### config.mk
export PLATFORM = sky130hd
export DESIGN_NAME = dda_line_rasterizer_flat
export DESIGN_NICKNAME = d
export VERILOG_FILES = /design/src/dda_pkg.sv /design/src/dda_if.sv /design/src/dda_core.sv /design/src/dda_line_rasterizer.sv /design/src/flat_wrapper.sv
export SDC_FILE = /design/constraint.sdc
export NUM_CORES = 1
export LEC_CHECK = 0
export BUFFER_PORTS_ARGS = -buffer_cell sky130_fd_sc_hd__buf_2
export CAP_MARGIN = 20
export CORE_AREA = 2 2 150 152
export DETAILED_ROUTE_END_ITERATION = 8
export DIE_AREA = 0 0 152 154
export GPL_TIMING_DRIVEN = 0
export PLACE_DENSITY_LB_ADDON = 0.2
export SLEW_MARGIN = 25
export SYNTH_ARGS = -nofsm -noshare
export SYNTH_HDL_FRONTEND = slang
export SYNTH_SLANG_ARGS = --single-unit
### constraint.sdc
create_clock -name clock -period 13.7 [get_ports clock]
set_input_delay 2.055 -clock clock [delete_from_list [all_inputs] [get_ports clock]]
set_output_delay 2.055 -clock clock [all_outputs]
set_load 0.05 [all_outputs]
### src/dda_pkg.sv
// Package for the DDA line rasterizer: default coordinate width and opcodes.
// No dependencies; every other file of the block refers to it by scoped names.
`timescale 1ns / 1ps

package dda_pkg;

   // Default width of one coordinate.
   localparam int COORD_BITS = 12;

   // Request opcodes.
   typedef enum logic {
      OP_START = 1'b0,
      OP_NEXT  = 1'b1
   } opcode_type;

endpackage

### src/dda_if.sv
// Handshake interfaces for the request and response channels of the rasterizer.
// Depends on dda_pkg for the default coordinate width and the opcode type.
`timescale 1ns / 1ps

interface dda_req_if #(
   parameter int COORD_BITS = dda_pkg::COORD_BITS
);
   logic                   valid;
   logic                   ready;
   dda_pkg::opcode_type    opcode;
   logic [COORD_BITS-1:0]  start_x;
   logic [COORD_BITS-1:0]  start_y;
   logic [COORD_BITS-1:0]  end_x;
   logic [COORD_BITS-1:0]  end_y;

   modport source (output valid, opcode, start_x, start_y, end_x, end_y, input ready);
   modport sink   (input valid, opcode, start_x, start_y, end_x, end_y, output ready);
endinterface

interface dda_rsp_if #(
   parameter int COORD_BITS = dda_pkg::COORD_BITS
);
   logic                   valid;
   logic                   ready;
   logic [COORD_BITS-1:0]  pixel_x;
   logic [COORD_BITS-1:0]  pixel_y;
   logic                   last_pixel;

   modport source (output valid, pixel_x, pixel_y, last_pixel, input ready);
   modport sink   (input valid, pixel_x, pixel_y, last_pixel, output ready);
endinterface

### src/dda_core.sv
// Line state and one-step DDA logic: segment setup on start, accumulator step on next.
// Depends on dda_pkg for the opcode type.
`timescale 1ns / 1ps

module dda_core #(
   parameter int COORD_BITS = dda_pkg::COORD_BITS
) (
   input  logic                   clock,
   input  logic                   reset,
   input  logic                   step_en,
   input  dda_pkg::opcode_type    opcode,
   input  logic [COORD_BITS-1:0]  start_x,
   input  logic [COORD_BITS-1:0]  start_y,
   input  logic [COORD_BITS-1:0]  end_x,
   input  logic [COORD_BITS-1:0]  end_y,
   output logic                   pixel_emit,
   output logic [COORD_BITS-1:0]  pixel_x,
   output logic [COORD_BITS-1:0]  pixel_y,
   output logic                   last_pixel
);

   localparam int CB    = COORD_BITS;
   localparam int ACC_W = COORD_BITS + 2;

   // Segment state.
   logic                  active_ff,     active_in;
   logic                  y_major_ff,    y_major_in;
   logic [CB-1:0]         major_pos_ff,  major_pos_in;
   logic [CB-1:0]         minor_pos_ff,  minor_pos_in;
   logic [CB-1:0]         steps_left_ff, steps_left_in;
   logic [CB-1:0]         major_len_ff,  major_len_in;
   logic signed [CB:0]    minor_delta_ff, minor_delta_in;
   logic [CB-1:0]         acc_ff,        acc_in;

   // Setup terms.
   logic signed [CB:0]    dx, dy, neg_dx, neg_dy;
   logic [CB-1:0]         adx, ady;
   logic                  set_y_major;
   logic [CB-1:0]         ma0, mi0, ma1, mi1;
   logic                  swap;
   logic [CB-1:0]         s_ma0, s_mi0, s_ma1, s_mi1;

   // Step terms.
   logic signed [ACC_W-1:0] acc_ext, delta_ext, len_ext, acc_sum;

   // Endpoint differences and their magnitudes.
   always_comb begin
      dx     = $signed({1'b0, end_x}) - $signed({1'b0, start_x});
      dy     = $signed({1'b0, end_y}) - $signed({1'b0, start_y});
      neg_dx = -dx;
      neg_dy = -dy;
      adx    = dx[CB] ? neg_dx[CB-1:0] : dx[CB-1:0];
      ady    = dy[CB] ? neg_dy[CB-1:0] : dy[CB-1:0];
      set_y_major = ady > adx;
   end

   // Pick major and minor axes, then order the endpoints so the major coordinate rises.
   always_comb begin
      if (set_y_major) begin
         ma0 = start_y; mi0 = start_x; ma1 = end_y; mi1 = end_x;
      end else begin
         ma0 = start_x; mi0 = start_y; ma1 = end_x; mi1 = end_y;
      end
      swap  = ma1 < ma0;
      s_ma0 = swap ? ma1 : ma0;
      s_mi0 = swap ? mi1 : mi0;
      s_ma1 = swap ? ma0 : ma1;
      s_mi1 = swap ? mi0 : mi1;
   end

   // Accumulator sum for one major step; it stays within one length of the valid range.
   always_comb begin
      acc_ext   = $signed({2'b00, acc_ff});
      delta_ext = $signed({minor_delta_ff[CB], minor_delta_ff});
      len_ext   = $signed({2'b00, major_len_ff});
      acc_sum   = acc_ext + delta_ext;
   end

   // Next state for the current request.
   always_comb begin
      active_in      = active_ff;
      y_major_in     = y_major_ff;
      major_pos_in   = major_pos_ff;
      minor_pos_in   = minor_pos_ff;
      steps_left_in  = steps_left_ff;
      major_len_in   = major_len_ff;
      minor_delta_in = minor_delta_ff;
      acc_in         = acc_ff;
      pixel_emit     = 1'b0;

      if (step_en) begin
         if (opcode == dda_pkg::OP_START) begin
            y_major_in     = set_y_major;
            major_pos_in   = s_ma0;
            minor_pos_in   = s_mi0;
            major_len_in   = s_ma1 - s_ma0;
            steps_left_in  = s_ma1 - s_ma0;
            minor_delta_in = $signed({1'b0, s_mi1}) - $signed({1'b0, s_mi0});
            acc_in         = '0;
            active_in      = (s_ma1 != s_ma0);
            pixel_emit     = 1'b1;
         end else if (active_ff) begin
            major_pos_in  = major_pos_ff + 1'b1;
            steps_left_in = steps_left_ff - 1'b1;
            active_in     = (steps_left_ff != CB'(1));
            pixel_emit    = 1'b1;
            acc_in        = acc_sum[CB-1:0];
            if (!minor_delta_ff[CB]) begin
               if (acc_sum >= len_ext) begin
                  acc_in       = CB'(acc_sum - len_ext);
                  minor_pos_in = minor_pos_ff + 1'b1;
               end
            end else if (acc_sum[ACC_W-1]) begin
               acc_in       = CB'(acc_sum + len_ext);
               minor_pos_in = minor_pos_ff - 1'b1;
            end
         end
      end
   end

   // The emitted pixel is the position after this step.
   always_comb begin
      pixel_x    = y_major_in ? minor_pos_in : major_pos_in;
      pixel_y    = y_major_in ? major_pos_in : minor_pos_in;
      last_pixel = !active_in;
   end

   // State registers; only the running flag needs reset.
   always_ff @(posedge clock) begin
      if (reset) begin
         active_ff <= 1'b0;
      end else begin
         active_ff <= active_in;
      end
      y_major_ff     <= y_major_in;
      major_pos_ff   <= major_pos_in;
      minor_pos_ff   <= minor_pos_in;
      steps_left_ff  <= steps_left_in;
      major_len_ff   <= major_len_in;
      minor_delta_ff <= minor_delta_in;
      acc_ff         <= acc_in;
   end

endmodule

### src/dda_line_rasterizer.sv
// Top level of the DDA line rasterizer: request handshake, core, response register.
// Depends on dda_pkg, the dda_req_if / dda_rsp_if interfaces and dda_core.
//
//   Channel   Direction  Carries
//   req_bus   in         opcode, start_x, start_y, end_x, end_y
//   rsp_bus   out        pixel_x, pixel_y, last_pixel
//
// For each accepted request the core updates the line state and the pixel lands
// in the response register at the same edge, so one pixel per cycle while rsp_bus is not stalled.
// A start emits the first pixel; a next while no line is running emits nothing.
// req_bus.ready is high while the response register is empty or being drained.
// Synchronous active-high reset clears the running flag and the response valid.
`timescale 1ns / 1ps

module dda_line_rasterizer #(
   parameter int COORD_BITS = dda_pkg::COORD_BITS
) (
   input logic       clock,
   input logic       reset,
   dda_req_if.sink   req_bus,
   dda_rsp_if.source rsp_bus
);

   logic                   req_fire;
   logic                   pixel_emit;
   logic [COORD_BITS-1:0]  pixel_x, pixel_y;
   logic                   last_pixel;

   logic                   rsp_valid_ff, rsp_valid_in;
   logic [COORD_BITS-1:0]  rsp_x_ff, rsp_y_ff;
   logic                   rsp_last_ff;

   // Accept while the response slot is free or being taken this cycle.
   assign req_bus.ready = !rsp_valid_ff || rsp_bus.ready;
   assign req_fire      = req_bus.valid && req_bus.ready;

   dda_core #(
      .COORD_BITS (COORD_BITS)
   ) u_core (
      .clock      (clock),
      .reset      (reset),
      .step_en    (req_fire),
      .opcode     (req_bus.opcode),
      .start_x    (req_bus.start_x),
      .start_y    (req_bus.start_y),
      .end_x      (req_bus.end_x),
      .end_y      (req_bus.end_y),
      .pixel_emit (pixel_emit),
      .pixel_x    (pixel_x),
      .pixel_y    (pixel_y),
      .last_pixel (last_pixel)
   );

   // Response valid: set by an emitting transfer, cleared when the pixel is taken.
   always_comb begin
      if (req_fire) begin
         rsp_valid_in = pixel_emit;
      end else if (rsp_bus.ready) begin
         rsp_valid_in = 1'b0;
      end else begin
         rsp_valid_in = rsp_valid_ff;
      end
   end

   // Response register.
   always_ff @(posedge clock) begin
      if (reset) begin
         rsp_valid_ff <= 1'b0;
      end else begin
         rsp_valid_ff <= rsp_valid_in;
      end
      if (req_fire && pixel_emit) begin
         rsp_x_ff    <= pixel_x;
         rsp_y_ff    <= pixel_y;
         rsp_last_ff <= last_pixel;
      end
   end

   assign rsp_bus.valid      = rsp_valid_ff;
   assign rsp_bus.pixel_x    = rsp_x_ff;
   assign rsp_bus.pixel_y    = rsp_y_ff;
   assign rsp_bus.last_pixel = rsp_last_ff;

endmodule
### src/flat_wrapper.sv
// flat-port wrapper written by rule: the top's interface ports become plain ports
module dda_line_rasterizer_flat 
#(
   parameter int COORD_BITS = dda_pkg::COORD_BITS
)
  (clock, reset, req_bus_valid, req_bus_opcode, req_bus_start_x, req_bus_start_y, req_bus_end_x, req_bus_end_y, req_bus_ready, rsp_bus_valid, rsp_bus_pixel_x, rsp_bus_pixel_y, rsp_bus_last_pixel, rsp_bus_ready);
  dda_req_if #(.COORD_BITS(COORD_BITS)) req_bus_i ();
  dda_rsp_if #(.COORD_BITS(COORD_BITS)) rsp_bus_i ();
  input logic clock;
  input logic reset;
  input wire logic [$bits(req_bus_i.valid)-1:0] req_bus_valid;
  input wire logic [$bits(req_bus_i.opcode)-1:0] req_bus_opcode;
  input wire logic [$bits(req_bus_i.start_x)-1:0] req_bus_start_x;
  input wire logic [$bits(req_bus_i.start_y)-1:0] req_bus_start_y;
  input wire logic [$bits(req_bus_i.end_x)-1:0] req_bus_end_x;
  input wire logic [$bits(req_bus_i.end_y)-1:0] req_bus_end_y;
  output wire logic [$bits(req_bus_i.ready)-1:0] req_bus_ready;
  output wire logic [$bits(rsp_bus_i.valid)-1:0] rsp_bus_valid;
  output wire logic [$bits(rsp_bus_i.pixel_x)-1:0] rsp_bus_pixel_x;
  output wire logic [$bits(rsp_bus_i.pixel_y)-1:0] rsp_bus_pixel_y;
  output wire logic [$bits(rsp_bus_i.last_pixel)-1:0] rsp_bus_last_pixel;
  input wire logic [$bits(rsp_bus_i.ready)-1:0] rsp_bus_ready;
  assign req_bus_i.valid = req_bus_valid;
  assign req_bus_i.opcode = req_bus_opcode;
  assign req_bus_i.start_x = req_bus_start_x;
  assign req_bus_i.start_y = req_bus_start_y;
  assign req_bus_i.end_x = req_bus_end_x;
  assign req_bus_i.end_y = req_bus_end_y;
  assign req_bus_ready = req_bus_i.ready;
  assign rsp_bus_valid = rsp_bus_i.valid;
  assign rsp_bus_pixel_x = rsp_bus_i.pixel_x;
  assign rsp_bus_pixel_y = rsp_bus_i.pixel_y;
  assign rsp_bus_last_pixel = rsp_bus_i.last_pixel;
  assign rsp_bus_i.ready = rsp_bus_ready;
  dda_line_rasterizer #(.COORD_BITS(COORD_BITS)) u_core (.clock(clock), .reset(reset), .req_bus(req_bus_i), .rsp_bus(rsp_bus_i));
endmodule
==> flow_summary.yaml <==
setup_path:
  cpPeakStageDelay_ns: 0.48
  path_class: "in2reg"
  cp.required_ns: 13.80
  cp-end-kind: "flop"
  worstPathArrival_ns: 13.07
  startpoint_type: "primary input"
  crit_slowest_cell: "a211oi_2"
  crit_path_frequent_cell: "a21oi_1"
  critical_path_peak_fanout: 19
routing:
  drc: 0
  drt_first_pass_iters: 5
  drt-initial-drc-count: 904
  ant_nets: 0
  wire_per_inst_um: 19.30
  viasPerCell: 5.935
  drt_wl_total_um: 33170
  vias: 10200
die:
  io_pins: 80
  start_util: 0.4958
  core.rowCount: 54
  die_x_um: 152
  die-height_um: 154
  dieArea_um2: 23410
  core_area_um2: 21690
finish:
  drive_above_1_share: 0.1154
  layout_common_cells: "136 x nand2_1, 120 x inv_1, 119 x nor2_1"
  layout.cells.non_filler: 1718
  layout.nets: 1595
  postLayoutCellArea_um2: 11970
  layout_commonest_cell: "nand2_1"
  syn_to_final_growth_pct: 11.30
  n_antenna_cell: 0
sta:
  slew_headroom: 0.3548
  finClkSkew_ns: 0.01716
  report.final.slew_viol_count: 0
  fmax_mhz: 77.05
  period_share: 0.9473
  worstMarginPinSlew_ns: 0.9577
  finalSetupViolCount: 0
  timing.final.crit_period_ns: 12.98
  finalHoldViolations: 0
  rsz0062_at_grt: "no"
clock_tree:
  cts-htree-levels: 3
  numCtsBuffers: 9
  cts_hold_buffers: 0
  cts_tree: "built"
  clk_path_buf_depth: 2
  cts_num_sinks: 101
  insertion_delay_ns: 0.36
  clkSlewWorstSetupHoldPaths_ns: 0.08
  cts_root_buf: "clkbuf_16"
placement:
  post_dp_cell_area_um2: 11590
  dp.final_hpwl_um: 26780
  io_buffers: 78
  placedCellCount: 1699
  gp_congestion: 0.9723
yosys:
  synthArstFlopShare: 0
  synth_enable_flop_cells: 74
  avgSynthCellArea_um2: 8.037
  netlist-cell-type-count: 78
  syn_area_um2: 10750
  syn_inst: 1338
  syn_nets: 1500
  seq_area_frac_synth: 0.2569
  synth.ff_latch_count: 101
  yosys_warnings: 0
  yosys_most_used_dff: "edfxtp_1"
global_route:
  overflow: 0
  grt_pass1_vias: 9508
  antenna_found_initial: 0
  grt_usage: 0.2796
  grt_max_degree: 25
  grt_pass1_wl_um: 51900
worst_hold_path:
  min_path_type: "reg2reg"
run_status:
  status: "completed"
flow_run:
  drv_cap: 0
-- synthesized netlist by cell type, drive strengths merged, types with 4 or more instances --
library cell	instances	share of area
nand2	136	0.047
a21oi	121	0.057
inv	120	0.042
nor2	119	0.042
ha	103	0.12
o21ai	93	0.043
edfxtp	74	0.21
xnor2	66	0.054
mux2i	58	0.055
clkbuf	34	0.012
nand3	32	0.015
dfxtp	27	0.050
nor3	26	0.013
mux2	23	0.024
xor2	23	0.019
buf	21	0.010
a31oi	19	0.012
o211ai	19	0.014
o21bai	19	0.013
nand2b	16	0.0093
a21o	12	0.0084
nor2b	12	0.0070
o21a	12	0.0084
and3	11	0.0064
nand4	11	0.0064
a21boi	10	0.0070
or3	10	0.0058
a211oi	8	0.0060
nor4	8	0.0052
a221oi	6	0.0065
fa	6	0.011
o31ai	6	0.0042
and2	5	0.0029
and4	5	0.0041
o22ai	5	0.0029
or2	5	0.0029
or4	5	0.0038
a221o	4	0.0037
nor3b	4	0.0028
o31a	4	0.0033
-- final cells by class --
| cell class | count | area (um^2) |
|---|---|---|
| inverters | 122 | 457.9 |
| flip-flops and latches | 101 | 2763 |
| fillers | 2059 | 9719 |
| multi-input cells | 1060 | 7336 |
| clock inverters | 7 | 86.33 |
| clock buffers | 9 | 225.2 |
| repair buffers | 85 | 503.0 |
| plain buffers | 54 | 247.7 |
| well taps | 280 | 350.3 |
-- metrics by stage --
stage / util / hold WS [ns] / setup TNS (ns) / setup WS [ns]
after floorplan: - / 0.4803 / 0 / 2.060
after global placement: 0.5300 / 0.5213 / -5.625 / -1.217
after detailed placement: 0.5344 / 0.5349 / -5.815 / -1.276
after CTS: 0.5494 / 0.5475 / 0 / 0.1135
after global routing: 0.5519 / 0.5729 / 0 / 0.003834
final: 0.5519 / 0.5502 / 0 / 0.7215
-- cells by family (layout without fill, tap and decap cells) --
group / Yosys count / after routing / share of synthesized area
XOR/XNOR: 89 / 89 / 0.07248
flip-flops: 101 / 101 / 0.2569
AO/OA/AOI/OAI: 372 / 372 / 0.2179
multiplexers: 82 / 82 / 0.08168
AND/OR/NAND/NOR: 407 / 407 / 0.1746
buffers and inverters: 177 / 277 / 0.06445
adder cells (fa/ha/maj): 110 / 110 / 0.1319
-- path summary, 6_finish.rpt --
path / startpoint / end / slack, ns / cells after the start
max: req_bus_end_x[0] / u_core.u_core.minor_delta_ff[11] / 0.72 / 53
min: u_core.u_core.minor_pos_ff[11] / u_core.u_core.minor_pos_ff[11] / 0.55 / 2
max reg2reg: u_core.u_core.minor_delta_ff[0] / u_core.rsp_bus.pixel_y[11] / 8.01 / 21
min reg2reg: u_core.u_core.minor_pos_ff[11] / u_core.u_core.minor_pos_ff[11] / 0.55 / 2
-- state kept, by name (all words and copies together) (netlist names), 12 cells and up --
signal                        flops
u_core.rsp_bus.pixel_x           12
u_core.rsp_bus.pixel_y           12
u_core.u_core.acc_ff             12
u_core.u_core.major_len_ff       12
u_core.u_core.major_pos_ff       12
u_core.u_core.minor_delta_ff     13
u_core.u_core.minor_pos_ff       12
u_core.u_core.steps_left_ff      12
-- repair_timing --
item | CTS | global route
setup endpoints to repair | 6 | 6
hold endpoints to repair | 0 | 0
buffers inserted | 0 | 4
pin swaps | 0 | 2
gates resized for setup | 6 | 15
-- worst max-delay path: cells and delay by family --
kind                     cells  cell delay, ns
AO/OA/AOI/OAI               27            5.52
AND/OR/NAND/NOR              6            0.78
XOR/XNOR                     2            0.27
multiplexers                 1            0.13
buffers and inverters       12            2.78
adder cells (fa/ha/maj)      5            1.52
-- routing by layer --
layer,track usage,up-vias,share of wire
met5,0,-,0
met4,0.1090,0,0.041
met3,0.03636,82,0.066
met2,0.4532,398,0.45
met1,0.3807,4735,0.44
li1,-,4982,-
Power is not shown: default switching activity piles up to over one toggle a cycle in this logic, so the estimate is an artifact.
